--- config.mk ---
export PLATFORM = sky130hd
export DESIGN_NAME = vhb_ctrl
export DESIGN_NICKNAME = d
export VERILOG_FILES = /design/src/design/vhb_pkg.sv /design/src/design/vhb_ctrl.sv
export SDC_FILE = /design/constraint.sdc
export NUM_CORES = 1
export LEC_CHECK = 0
export ABC_AREA = 0
export BUFFER_PORTS_ARGS = -buffer_cell sky130_fd_sc_hd__buf_2
export CORE_AREA = 2 2 43 45
export CTS_CLUSTER_SIZE = 28
export DETAILED_ROUTE_END_ITERATION = 16
export DIE_AREA = 0 0 45 47
export PLACE_DENSITY = 0.65
export SKIP_CTS_REPAIR_TIMING = 1
export SYNTH_ARGS = -nofsm -noshare
export SYNTH_HDL_FRONTEND = slang
export SYNTH_SLANG_ARGS = --single-unit
--- constraint.sdc ---
create_clock -name clk -period 1.65 [get_ports clk]
set_input_delay 0.0825 -clock clk [delete_from_list [all_inputs] [get_ports clk]]
set_output_delay 0.0825 -clock clk [all_outputs]
set_load 0.05 [all_outputs]
--- src/design/vhb_pkg.sv ---
package vhb_pkg;

	// Operation codes carried on func
	typedef enum logic [1:0] {
		FN_SAMPLE    = 2'd0,
		FN_WRITE_BND = 2'd1,
		FN_READ_CNT  = 2'd2,
		FN_CLEAR     = 2'd3
	} func_t;

	// Word index of the configuration registers
	localparam logic REG_BIN_COUNT = 1'b0;

	// Bins in use after reset
	localparam logic [6:0] BIN_COUNT_RST = 7'd50;

	// Controller states
	typedef enum logic [3:0] {
		ST_CLR_RST,
		ST_IDLE,
		ST_SCAN,
		ST_CNT_RD,
		ST_CNT_WR,
		ST_WR_BND,
		ST_RD_CNT,
		ST_RD_DATA,
		ST_CLR_ITEM
	} state_t;

	// What the result registers load on a response
	typedef enum logic [1:0] {
		RES_ZERO,
		RES_READ,
		RES_HIT
	} res_t;

	// Controller to datapath
	typedef struct packed {
		logic load;
		logic scan;
		logic cnt_rd;
		logic cnt_wr;
		logic bnd_wr;
		logic rd_req;
		logic clear;
		logic resp;
		res_t res_kind;
	} cmd_t;

	// Datapath to controller
	typedef struct packed {
		logic used_zero;
		logic scan_hit;
		logic scan_end;
		logic clr_last;
	} stat_t;

endpackage

--- src/design/vhb_ctrl.sv ---
module vhb_ctrl (
	input  logic           clk,
	input  logic           arst_n,
	input  logic           start,
	input  logic [1:0]     func,
	input  vhb_pkg::stat_t stat,
	output vhb_pkg::cmd_t  cmd,
	output logic           busy
);

	vhb_pkg::state_t state_q, state_d;

	// State register
	always_ff @(posedge clk or negedge arst_n) begin
		if (!arst_n) begin
			state_q <= vhb_pkg::ST_CLR_RST;
		end else begin
			state_q <= state_d;
		end
	end

	// Next state and commands
	always_comb begin
		state_d      = state_q;
		cmd          = '0;
		cmd.res_kind = vhb_pkg::RES_ZERO;
		busy         = 1'b1;
		case (state_q)
			vhb_pkg::ST_CLR_RST: begin
				cmd.clear = 1'b1;
				if (stat.clr_last) begin
					state_d = vhb_pkg::ST_IDLE;
				end
			end
			vhb_pkg::ST_IDLE: begin
				busy = 1'b0;
				if (start) begin
					cmd.load = 1'b1;
					case (vhb_pkg::func_t'(func))
						vhb_pkg::FN_SAMPLE: begin
							if (stat.used_zero) begin
								cmd.resp = 1'b1;
							end else begin
								state_d = vhb_pkg::ST_SCAN;
							end
						end
						vhb_pkg::FN_WRITE_BND: state_d = vhb_pkg::ST_WR_BND;
						vhb_pkg::FN_READ_CNT:  state_d = vhb_pkg::ST_RD_CNT;
						vhb_pkg::FN_CLEAR:     state_d = vhb_pkg::ST_CLR_ITEM;
						default:               state_d = vhb_pkg::ST_IDLE;
					endcase
				end
			end
			vhb_pkg::ST_SCAN: begin
				cmd.scan = 1'b1;
				if (stat.scan_hit) begin
					state_d = vhb_pkg::ST_CNT_RD;
				end else if (stat.scan_end) begin
					cmd.resp = 1'b1;
					state_d  = vhb_pkg::ST_IDLE;
				end
			end
			vhb_pkg::ST_CNT_RD: begin
				cmd.cnt_rd = 1'b1;
				state_d    = vhb_pkg::ST_CNT_WR;
			end
			vhb_pkg::ST_CNT_WR: begin
				cmd.cnt_wr   = 1'b1;
				cmd.resp     = 1'b1;
				cmd.res_kind = vhb_pkg::RES_HIT;
				state_d      = vhb_pkg::ST_IDLE;
			end
			vhb_pkg::ST_WR_BND: begin
				cmd.bnd_wr = 1'b1;
				cmd.resp   = 1'b1;
				state_d    = vhb_pkg::ST_IDLE;
			end
			vhb_pkg::ST_RD_CNT: begin
				cmd.rd_req = 1'b1;
				state_d    = vhb_pkg::ST_RD_DATA;
			end
			vhb_pkg::ST_RD_DATA: begin
				cmd.resp     = 1'b1;
				cmd.res_kind = vhb_pkg::RES_READ;
				state_d      = vhb_pkg::ST_IDLE;
			end
			vhb_pkg::ST_CLR_ITEM: begin
				cmd.clear = 1'b1;
				if (stat.clr_last) begin
					cmd.resp = 1'b1;
					state_d  = vhb_pkg::ST_IDLE;
				end
			end
			default: begin
				state_d = vhb_pkg::ST_IDLE;
			end
		endcase
	end

endmodule

==> impl_metrics.ini <==
[drt]
vias_per_cell = 4.90
drc = 0
dr.pass1.iters = 3
drt_wl_total_um = 1170
wl_per_cell_um = 11.9
drt_iter0_markers = 4
drtAntennaViolNets = 0
route.vias.total = 480

[worst_setup_path]
timing.reg2reg.setup_slack_ns = 0.34
crit-reg2reg-capture = state_q[1]$_DFFE_PN0P_
ff2ff_path_depth = 4
reg2reg_from = state_q[1]$_DFFE_PN0P_
crit_type = flop to primary output
setup.worst_path.end_class = primary output
crit_path_start_kind = flop
cp_data_arrival_time_ns = 1.52
cpMaxStageDelayCell = sky130_fd_sc_hd__dfrtp_1
critical_path.cell_chain = buf_6 -> nor3_4 -> a32o_1 -> a311o_1 -> buf_4
worst_path_largest_cell_delay_ns = 0.40
crit_fanout = 4
worst_ep_required_time_ns = 1.57

[timing]
period_utilisation_layout_pct = 97.4
timing.final.setup_violations = 0
worst_pin_slew_ns = 0.368
min_period_ns = 1.61
fin_skew_ns = 0.00200
worst_slew_margin_rel_pct = 75.1
finalHoldViolations = 0
final-max-slew-violation-count = 0
worst_hold_slack_ns = 0.167
postLayoutSetupSlackWorst_ns = 0.0425
achievable-frequency_mhz = 622

[power]
post-layout-total-power_mw = 1.28
cellLeakagePower_nw = 0.358
vdd_drop_max_v = 0.000838
p_per_area_nw_per_um2 = 1880

[yosys]
synth_largest_type_area_fraction_pct = 21.2
synth.lib_cells_used.distinct = 27
yosys_most_used_dff = sky130_fd_sc_hd__dfrtp_1
yosysMostFrequentCell = sky130_fd_sc_hd__nor2_1
synth.area.top_cells = sky130_fd_sc_hd__dfrtp_1, sky130_fd_sc_hd__ha_1, sky130_fd_sc_hd__nor2_1
commonest_cells_post_synth = sky130_fd_sc_hd__nor2_1, sky130_fd_sc_hd__ha_1, sky130_fd_sc_hd__dfrtp_1, sky130_fd_sc_hd__nor3_1
synth_seq_cells = 4
async_flop_share_pct = 100
post_synth_instance_area_um2 = 472
seq_area_frac_synth_pct = 21.2
synthesis.nets = 65
post_syn_area_per_cell_um2 = 9.25
post_synth_top_area_cell = sky130_fd_sc_hd__dfrtp_1
cell_count_after_synthesis = 51
synth_enable_flop_cells = 0
ys_warns = 0

[clock_network]
cts.root.buffer_cell = sky130_fd_sc_hd__clkbuf_4
clock_sink_count = 4
clkTransAtPathRegs_ns = 0.04
cts-buffers-inserted = 3
clock_path_buffers = 2
cts.htree.levels = 1
cts_tree = done
worst_skew_pair.late_latency_ns = 0.24

[placement]
place.detailed.hpwl_um = 895
port-buffer-count = 19
placement_setup_slack_ns = 0.149
gp_congestion = 0.770
placed_cells = 89

[floorplanning]
initial_utilization_pct = 28.6
vertical_die_dimension_um = 47
core.rowCount = 15
core-area_um2 = 1650
floorplan.die_area_um2 = 2120
die_w_um = 45
i_o_pins = 20

[global_route]
global_route_wire_length_before_repair_um = 1680
grt.overflow.total = 0
gr-usage-all-layers_pct = 11.5
antenna_found_initial = 0
grt_max_degree = 11
via_count_of_the_first_global_routing_pass = 400

[final_layout]
insertedDiodeCount = 0
final_core_density_pct = 41.2
layout-area-overhead-vs-synth_pct = 44.3
layout.cells.non_filler = 98
largest_register = state_q
largest_register_ff_count = 4
post_route_cells_drive_above_1_share_pct = 50.6
reg.largest.list = state_q x4
num-nets-final = 97

[min_path]
hold_path_class = input port to asynchronous set/reset pin

[flow_run]
drv_cap = 0

[run_status]
run_status = finished clean
==> worst max-delay path, delay by kind of cell (launching register included) <==
family                 cells  cell delay (ns)
AOI/OAI and AO/OA          2             0.51
DFF                        1             0.40
and+or+nand+nor            1             0.04
buffers and inverters      2             0.33
==> per-layer routing <==
| layer | GRT usage [%] | vias to the layer above | part of all wire (%) |
|---|---|---|---|
| met5 | 0 | - | 0 |
| met1 | 14.2 | 211 | 45 |
| met4 | 7.06 | 0 | 2.4 |
| met3 | 3.08 | 5 | 7.5 |
| met2 | 18.0 | 19 | 45 |
| li1 | - | 245 | - |
==> cell usage in the layout (no fill, tap or decap), drive strengths merged <==
cell type	instances
buf	29
nor2	8
ha	5
nor3	5
dfrtp	4
inv	3
nand2	3
clkbuf	3
nand2b	3
a32o	2
a311oi	2
nor2b	2
and3	1
and4bb	1
a311o	1
a21bo	1
nor4	1
o32ai	1
nor4b	1
a21o	1
o21bai	1
o21ai	1
o21a	1
dlygate4sd3	1
==> area by class of cell <==
| class | count | area [um2] |
|---|---|---|
| Clock buffer | 3 | 22.5 |
| Fill cell | 172 | 971 |
| Inverter | 3 | 11.3 |
| Multi-Input combinational cell | 41 | 337 |
| Sequential cell | 4 | 103 |
| Tap cell | 17 | 21.3 |
| Timing Repair Buffer | 30 | 186 |
==> power by group <==
part	switching [mW]	internal, mW	leakage (nW)
sequential	0.0773	0.137	0.0480
clock	0.0424	0.0815	0.0138
combinational	0.580	0.362	0.296
total	0.700	0.581	0.358
==> cells by family (layout without fill, tap and decap cells) <==
group	count (synthesis)	after routing	share of synthesized area, %
AOI/OAI and AO/OA	11	11	19.9
adders and majority gates	5	5	13.3
buffers and inverters	6	36	8.75
DFF	4	4	21.2
and+or+nand+nor	25	25	36.9
==> worst max path at each step <==
stage / endpoint / from / cells past startpoint / slack [ns]
detailed placement: cmd[2] / state_q[1]$_DFFE_PN0P_ / 4 / 0.15
global placement: cmd[2] / state_q[1]$_DFFE_PN0P_ / 4 / 0.16
floorplan: cmd[1] / state_q[3]$_DFFE_PN0P_ / 2 / -0.13
CTS: cmd[2] / state_q[1]$_DFFE_PN0P_ / 4 / -0.11
finish: cmd[2] / state_q[0]$_DFFE_PN0P_ / 5 / 0.04
global route: cmd[2] / state_q[0]$_DFFE_PN0P_ / 5 / -0.01
==> per-stage QoR <==
step,TNS [ns],area [um2]
6_report,0,681
5_1_grt,-0.0100,681
2_1_floorplan,-0.580,478
3_3_place_gp,0,602
3_5_place_dp,0,602
4_1_cts,-0.108,624
Note: power is estimated with default switching activity, not from simulation.
