## src/design/vhb_pkg.sv

```systemverilog
package vhb_pkg;

	// Operation codes carried on func
	typedef enum logic [1:0] {
		FN_SAMPLE    = 2'd0,
		FN_WRITE_BND = 2'd1,
		FN_READ_CNT  = 2'd2,
		FN_CLEAR     = 2'd3
	} func_t;

	// Word index of the configuration registers
	localparam logic REG_BIN_COUNT = 1'b0;

	// Bins in use after reset
	localparam logic [6:0] BIN_COUNT_RST = 7'd50;

	// Controller states
	typedef enum logic [3:0] {
		ST_CLR_RST,
		ST_IDLE,
		ST_SCAN,
		ST_CNT_RD,
		ST_CNT_WR,
		ST_WR_BND,
		ST_RD_CNT,
		ST_RD_DATA,
		ST_CLR_ITEM
	} state_t;

	// What the result registers load on a response
	typedef enum logic [1:0] {
		RES_ZERO,
		RES_READ,
		RES_HIT
	} res_t;

	// Controller to datapath
	typedef struct packed {
		logic load;
		logic scan;
		logic cnt_rd;
		logic cnt_wr;
		logic bnd_wr;
		logic rd_req;
		logic clear;
		logic resp;
		res_t res_kind;
	} cmd_t;

	// Datapath to controller
	typedef struct packed {
		logic used_zero;
		logic scan_hit;
		logic scan_end;
		logic clr_last;
	} stat_t;

endpackage

```

## src/design/vhb_ram.sv

```systemverilog
module vhb_ram #(
	parameter int WIDTH = 32,
	parameter int DEPTH = 64
) (
	input  logic                                    clk,
	input  logic                                    we,
	input  logic [((DEPTH > 1) ? $clog2(DEPTH) : 1)-1:0] waddr,
	input  logic [WIDTH-1:0]                        wdata,
	input  logic                                    re,
	input  logic [((DEPTH > 1) ? $clog2(DEPTH) : 1)-1:0] raddr,
	output logic [WIDTH-1:0]                        rdata
);

	logic [WIDTH-1:0] mem [DEPTH];

	// Write port
	always_ff @(posedge clk) begin
		if (we) begin
			mem[waddr] <= wdata;
		end
	end

	// Registered read port
	always_ff @(posedge clk) begin
		if (re) begin
			rdata <= mem[raddr];
		end
	end

endmodule

```

## src/design/vhb_dp.sv

```systemverilog
module vhb_dp #(
	parameter int MAX_BINS = 64
) (
	input  logic               clk,
	input  logic               arst_n,
	input  vhb_pkg::cmd_t      cmd,
	output vhb_pkg::stat_t     stat,
	input  logic signed [31:0] value,
	input  logic [6:0]         index,
	input  logic [6:0]         bin_count,
	output logic               done,
	output logic [31:0]        count,
	output logic               hit,
	output logic [5:0]         bin
);

	localparam int IW = $clog2(MAX_BINS + 1);
	localparam int PW = $clog2(MAX_BINS + 2);
	localparam int BW = (MAX_BINS > 1) ? $clog2(MAX_BINS) : 1;

	logic [IW-1:0]      used;
	logic [PW-1:0]      ptr_q;
	logic               rvalid_q;
	logic [IW-1:0]      rtag_q;
	logic signed [31:0] value_q;
	logic signed [31:0] left_q;
	logic [6:0]         index_q;
	logic [BW-1:0]      bin_hit_q;
	logic [BW-1:0]      clr_q;
	logic               done_q;
	logic [31:0]        count_q;
	logic               hit_q;
	logic [5:0]         bin_q;

	logic               issue;
	logic               cmp_valid;
	logic               in_range;
	logic               idx_wr_ok;
	logic               idx_rd_ok;
	logic [31:0]        cnt_inc;

	logic [31:0]        b_rdata;
	logic               c_we;
	logic [BW-1:0]      c_waddr;
	logic [31:0]        c_wdata;
	logic               c_re;
	logic [BW-1:0]      c_raddr;
	logic [31:0]        c_rdata;

	// Clamp the bins in use to the table size
	assign used = (32'(bin_count) > 32'(MAX_BINS)) ? IW'(MAX_BINS) : IW'(bin_count);

	// Boundary scan: one boundary read a cycle, compare against the previous one
	assign issue     = cmd.scan && (ptr_q <= PW'(used));
	assign cmp_valid = rvalid_q && (rtag_q != '0);
	assign in_range  = (value_q >= left_q) && (value_q < $signed(b_rdata));

	assign idx_wr_ok = 32'(index_q) <= 32'(MAX_BINS);
	assign idx_rd_ok = 32'(index_q) < 32'(MAX_BINS);

	assign cnt_inc = (c_rdata == '1) ? c_rdata : c_rdata + 32'd1;

	assign stat.used_zero = (used == '0);
	assign stat.scan_hit  = cmp_valid && in_range;
	assign stat.scan_end  = cmp_valid && !in_range && (rtag_q == used);
	assign stat.clr_last  = (clr_q == BW'(MAX_BINS - 1));

	// Boundary table
	vhb_ram #(
		.WIDTH(32),
		.DEPTH(MAX_BINS + 1)
	) u_bnd_ram (
		.clk  (clk),
		.we   (cmd.bnd_wr && idx_wr_ok),
		.waddr(IW'(index_q)),
		.wdata(value_q),
		.re   (issue),
		.raddr(ptr_q[IW-1:0]),
		.rdata(b_rdata)
	);

	// Count memory ports: clear sweep or increment write, bin or host read
	assign c_we    = cmd.clear || cmd.cnt_wr;
	assign c_waddr = cmd.clear ? clr_q : bin_hit_q;
	assign c_wdata = cmd.clear ? 32'd0 : cnt_inc;
	assign c_re    = cmd.cnt_rd || cmd.rd_req;
	assign c_raddr = cmd.cnt_rd ? bin_hit_q : BW'(index_q);

	vhb_ram #(
		.WIDTH(32),
		.DEPTH(MAX_BINS)
	) u_cnt_ram (
		.clk  (clk),
		.we   (c_we),
		.waddr(c_waddr),
		.wdata(c_wdata),
		.re   (c_re),
		.raddr(c_raddr),
		.rdata(c_rdata)
	);

	// Control registers
	always_ff @(posedge clk or negedge arst_n) begin
		if (!arst_n) begin
			ptr_q    <= '0;
			rvalid_q <= 1'b0;
			clr_q    <= '0;
			done_q   <= 1'b0;
		end else begin
			rvalid_q <= issue;
			done_q   <= cmd.resp;
			if (cmd.load) begin
				ptr_q <= '0;
			end else if (issue) begin
				ptr_q <= ptr_q + PW'(1);
			end
			if (cmd.clear) begin
				clr_q <= stat.clr_last ? '0 : clr_q + BW'(1);
			end
		end
	end

	// Payload registers
	always_ff @(posedge clk) begin
		if (cmd.load) begin
			value_q <= value;
			index_q <= index;
		end
		if (issue) begin
			rtag_q <= ptr_q[IW-1:0];
		end
		if (rvalid_q) begin
			left_q <= $signed(b_rdata);
		end
		if (cmd.scan && stat.scan_hit) begin
			bin_hit_q <= BW'(rtag_q - IW'(1));
		end
		if (cmd.resp) begin
			case (cmd.res_kind)
				vhb_pkg::RES_READ: begin
					count_q <= idx_rd_ok ? c_rdata : 32'd0;
					hit_q   <= 1'b0;
					bin_q   <= 6'd0;
				end
				vhb_pkg::RES_HIT: begin
					count_q <= cnt_inc;
					hit_q   <= 1'b1;
					bin_q   <= 6'(bin_hit_q);
				end
				default: begin
					count_q <= 32'd0;
					hit_q   <= 1'b0;
					bin_q   <= 6'd0;
				end
			endcase
		end
	end

	assign done  = done_q;
	assign count = count_q;
	assign hit   = hit_q;
	assign bin   = bin_q;

endmodule

```

## config.mk

```make
export PLATFORM = sky130hd
export DESIGN_NAME = vhb_dp
export DESIGN_NICKNAME = d
export VERILOG_FILES = /design/src/design/vhb_pkg.sv /design/src/design/vhb_ram.sv /design/src/design/vhb_dp.sv
export SDC_FILE = /design/constraint.sdc
export NUM_CORES = 2
export LEC_CHECK = 0
export BUFFER_PORTS_ARGS = -buffer_cell sky130_fd_sc_hd__buf_2
export CAP_MARGIN = 20
export CORE_MARGIN = 1.5
export CORE_UTILIZATION = 30
export DETAILED_ROUTE_END_ITERATION = 7
export PLACE_DENSITY_LB_ADDON = 0.12
export SLEW_MARGIN = 10
export SYNTH_ARGS = -nofsm -noshare
export SYNTH_HDL_FRONTEND = slang
export SYNTH_MEMORY_MAX_BITS = 65536
export SYNTH_SLANG_ARGS = --single-unit
```

## constraint.sdc

```tcl
create_clock -name clk -period 10.84 [get_ports clk]
set_input_delay 1.084 -clock clk [delete_from_list [all_inputs] [get_ports clk]]
set_output_delay 1.084 -clock clk [all_outputs]
set_load 0.01 [all_outputs]
```

==> out/results.md <==
| Result | This run | Unit |
|:---|:---|:---|
| Worst-path cell chain | buf_16 > buf_4 > ha_1 > nand2_1 > or3_1 > or3_1 > a31oi_1 > or3_1 > nand3_1 > a2111oi_2 > buf_2 | - |
| Via count | 90200 | - |
| Number of failing setup endpoints in the final timing report | 0 | - |
| CP max-delay cell | sky130_fd_sc_hd__a2111oi_2 | - |
| Core Region | 558000 | µm² |
| Total global-route track usage | 0.197 | - |
| Portion of the clock cycle consumed by the worst path in the final layout | 0.602 | - |
| Syn Std Cell Area | 168000 | µm² |
| Critical setup path kind | register to primary output | - |
| Commonest register cell after synthesis | sky130_fd_sc_hd__edfxtp_1 | - |
| Die Width | 752 | µm |
| Pwr Density | 194 | nW/µm² |
| Num CTS Buffers | 461 | - |
| Clock Sinks | 4330 | - |
| CTS root buf | sky130_fd_sc_hd__clkbuf_16 | - |
| Capturing element type of the critical path | primary output | - |
| Fraction of layout cells with a size suffix above 1 | 0.195 | - |
| Count leader, synth | sky130_fd_sc_hd__edfxtp_1 | - |
| Largest clock skew in the final design | 0.0432 | ns |
| Vertical die dimension | 752 | µm |
| Delay contributed by the slowest stage of the critical path | 1.09 | ns |
| Clock tree from TritonCTS | yes | - |
| Routed via count divided by cell count | 5.12 | - |
| Std cell rows | 274 | - |
| Vias in the first global route | 91600 | - |
| Kind of path behind the tightest hold check | input pin to async pin | - |
| Worst path top cell family by delay | compound AO/OA/AOI/OAI gates | - |
| Worst vdd rail ir drop | 138 | µV |
| Synthesized instance count | 9331 | - |
| Maximum number of pins on one net before global-route repair | 160 | - |
| Most repeated library cell on the critical path | sky130_fd_sc_hd__or3_1 | - |
| Total of max-cap violations | 0 | - |
| Final max-slew violation count | 0 | - |
| Count of cells resized by post-cts repair | 0 | - |
| Overall die area | 566000 | µm² |
| Final hold violation count | 0 | - |
| RePlAce Congestion | 0.788 | - |
| Dominant cell type by area after synthesis | sky130_fd_sc_hd__edfxtp_1 | - |
| Area grow syn2layout | 16.4 | % |
| Static leakage power | 0.0623 | µW |
| Synth top cells by count | sky130_fd_sc_hd__edfxtp_1 (4315), sky130_fd_sc_hd__nand2_1 (1245), sky130_fd_sc_hd__mux2i_1 (634), sky130_fd_sc_hd__a21oi_1 (581), sky130_fd_sc_hd__mux4_2 (576) | - |
| Startpoint of the most critical register-to-register path | ptr_q[0] | - |
| Achievable frequency | 153 | MHz |
| Met1 layer usage reported by global route | 0.258 | - |
| CTS H-tree lvls | 5 | - |
| Met3 GRT Util | 0.0243 | - |
| Relative slew slack | 0.151 | - |
| Arrival time reported for the critical path endpoint | 5.44 | ns |
| Per-cell routed wire length | 32.3 | µm |
| Total negative setup slack | 0 | ns |
| Boundary pin count | 102 | - |
| Worst-margin pin slew | 1.27 | ns |
| Number of buffers added on ports | 101 | - |
| First-pass GRT wire length | 777 | mm |
| Status | completed | - |
| First-iteration detailed-routing DRC count | 8628 | - |
| WP buf/inv | 3 | - |
| Worst-case clock buffer depth | 4 | - |
| Number of synthesized register bits | 4330 | - |
| Area fraction of the dominant cell type after synthesis | 0.770 | - |
| Hold bufs inserted after CTS | 0 | - |
| Worst setup path startpoint | value_q[25] | - |
| Clock latency reported for the late side of the worst-skew pair | 1.06 | ns |
| Drt first pass iters | 6 | - |
| Number of enable-type register cells in the synthesized netlist | 4315 | - |
| Clock period minus final worst setup slack | 6.52 | ns |
| Worst-path fanout max | 36 | - |
| Most crowded layer after global routing | met2 | - |
| Fill cells | 52400 | - |
| Detailed-route wire length | 570 | mm |
| Final Total Pwr | 38100 | µW |
| Syn nets | 9466 | - |
| Avg Synthesized Cell Area | 18.0 | µm² |
| Number of distinct library cell variants in the gate-level netlist after synthesis | 65 | - |
| Register clock-pin slew on the reported worst setup and hold paths | 0.06 | ns |
| Share of flip-flops with an asynchronous set or reset after synthesis | 0.00346 | - |
| Sequential share of the synthesized area | 0.772 | - |
| Initial cell density of the core | 0.302 | - |
| Number of antenna violations at the first check in global routing | 36 | - |
| Startpoint class of the critical path | register | - |
| Post-DP HPWL | 312 | mm |
| Met2 Usage GRT | 0.346 | - |
| Number of buffers inserted by post-CTS setup repair | 0 | - |
| Setup repair after global routing missed its margin | false | - |
| Leading post-synthesis cells by cell area | sky130_fd_sc_hd__edfxtp_1 (77%), sky130_fd_sc_hd__mux4_2 (7.7%), sky130_fd_sc_hd__mux2i_1 (3.8%), sky130_fd_sc_hd__nand2_1 (2.8%), sky130_fd_sc_hd__a21oi_1 (1.7%) | - |
| Count of synthesis-stage warnings from yosys | 0 | - |
| Critical path required time | 9.76 | ns |
| Post-route antenna net violation count | 0 | - |
| GRT Residual Overflow | 0 | - |
| Post-route DRC violation count | 0 | - |
| Layout Nets | 9895 | - |
## flip-flops by register name, summed over array words and instances (netlist names)
signal           cells
clr_q                6
count               32
bin                  6
rtag_q               7
rvalid_q             1
u_cnt_ram.rdata     32
u_cnt_ram.mem     2048
u_bnd_ram.rdata     32
left_q              32
bin_hit_q            6
u_bnd_ram.mem     2080
index_q              7
done                 1
hit                  1
value_q             32
ptr_q                7
## per-stage QoR
stage / setup slack [ns] / hold slack [ns] / cell area, µm² / utilization / cells
floorplan: 6.34 / 0.426 / 168000 / - / 9331
global placement: 3.20 / 0.435 / 181000 / 0.324 / 16700
detailed placement: 5.04 / 0.439 / 181000 / 0.325 / 16700
CTS: 3.85 / 0.0300 / 196000 / 0.351 / 17600
global route: 4.04 / 0.0701 / 196000 / 0.351 / 17600
finish: 4.32 / 0.101 / 196000 / 0.351 / 17600
## cell families after synthesis
kind of cell,after synthesis,share of synthesized area
AO/OA/AOI/OAI,1209,0.0432
adder cells (fa/ha/maj),77,0.00572
XOR/XNOR,42,0.00219
buffers and inverters,638,0.0156
AND/OR/NAND/NOR,1817,0.0460
flip-flops,4330,0.772
multiplexers,1218,0.115
## final timing paths
check | end | slack [ns] | cells past startpoint
min in group clk | index_q[1] | 0.22 | 1
max | stat[1] | 4.32 | 11
max in group asynchronous | ptr_q[2] | 10.20 | 1
min reg2reg | left_q[24] | 0.46 | 0
max reg2reg | ptr_q[0] | 5.73 | 12
min | ptr_q[0] | 0.10 | 1
## cells in the final DEF (no fill, tap or decap), types with 11 or more instances in the layout
master,instances
sky130_fd_sc_hd__mux2i_1,632
sky130_fd_sc_hd__o21ai_0,65
sky130_fd_sc_hd__buf_2,104
sky130_fd_sc_hd__nor2_1,39
sky130_fd_sc_hd__bufinv_16,45
sky130_fd_sc_hd__clkinv_1,105
sky130_fd_sc_hd__xnor2_1,24
sky130_fd_sc_hd__o311ai_2,70
sky130_fd_sc_hd__nand2b_1,11
sky130_fd_sc_hd__clkinvlp_4,12
sky130_fd_sc_hd__ha_1,77
sky130_fd_sc_hd__buf_4,360
sky130_fd_sc_hd__nor2b_1,31
sky130_fd_sc_hd__clkinv_2,82
sky130_fd_sc_hd__o31ai_1,14
sky130_fd_sc_hd__clkbuf_16,467
sky130_fd_sc_hd__xor2_1,18
sky130_fd_sc_hd__inv_1,106
sky130_fd_sc_hd__o311ai_1,27
sky130_fd_sc_hd__nor4_1,152
sky130_fd_sc_hd__nand4_1,54
sky130_fd_sc_hd__nor2_4,158
sky130_fd_sc_hd__nand3_1,38
sky130_fd_sc_hd__buf_12,18
sky130_fd_sc_hd__o22ai_1,306
sky130_fd_sc_hd__nor3_1,22
sky130_fd_sc_hd__edfxtp_1,4315
sky130_fd_sc_hd__mux4_2,576
sky130_fd_sc_hd__clkbuf_1,112
sky130_fd_sc_hd__nand2_1,1244
sky130_fd_sc_hd__a22o_1,22
sky130_fd_sc_hd__a31oi_1,16
sky130_fd_sc_hd__a21oi_1,579
sky130_fd_sc_hd__diode_2,22
sky130_fd_sc_hd__o311ai_0,31
sky130_fd_sc_hd__and2_1,11
## report_power, final
group	leakage (µW)	internal [µW]	switching (µW)
registers	0.0395	18900	185
logic	0.0156	969	2310
clock network	0.00719	8950	6700
total	0.0623	28900	9190
## metal layers
metal,share of wire,vias to the layer above
met4,0.030,4
met5,0.000046,-
met2,0.50,2512
li1,-,38200
met1,0.42,48900
met3,0.047,672
## area by class of cell
class | instances | area (µm²) | area share
diodes | 22 | 55.1 | 0.000281
well taps | 7452 | 9320 | 0.0476
inverters | 107 | 402 | 0.00205
repair buffers | 497 | 3760 | 0.0192
clock buffers | 579 | 12100 | 0.0618
clock inverters | 265 | 2660 | 0.0136
multi-input cells | 4363 | 37700 | 0.192
flip-flops and latches | 4330 | 130000 | 0.663
## worst reg2reg max path, stage by stage, from the launching register on
cell,delay (ns)
sky130_fd_sc_hd__dfrtp_4,0.86
sky130_fd_sc_hd__buf_4,0.79
sky130_fd_sc_hd__buf_4,0.87
sky130_fd_sc_hd__inv_1,0.15
sky130_fd_sc_hd__ha_1,0.23
sky130_fd_sc_hd__nor2b_1,0.12
sky130_fd_sc_hd__o21a_1,0.11
sky130_fd_sc_hd__o21ai_0,0.08
sky130_fd_sc_hd__and3b_1,0.20
sky130_fd_sc_hd__o21ai_1,0.54
sky130_fd_sc_hd__inv_2,0.59
sky130_fd_sc_hd__xnor2_1,0.37
sky130_fd_sc_hd__nor2_1,0.06
No activity file was read; power rests on OpenSTA's default activity.
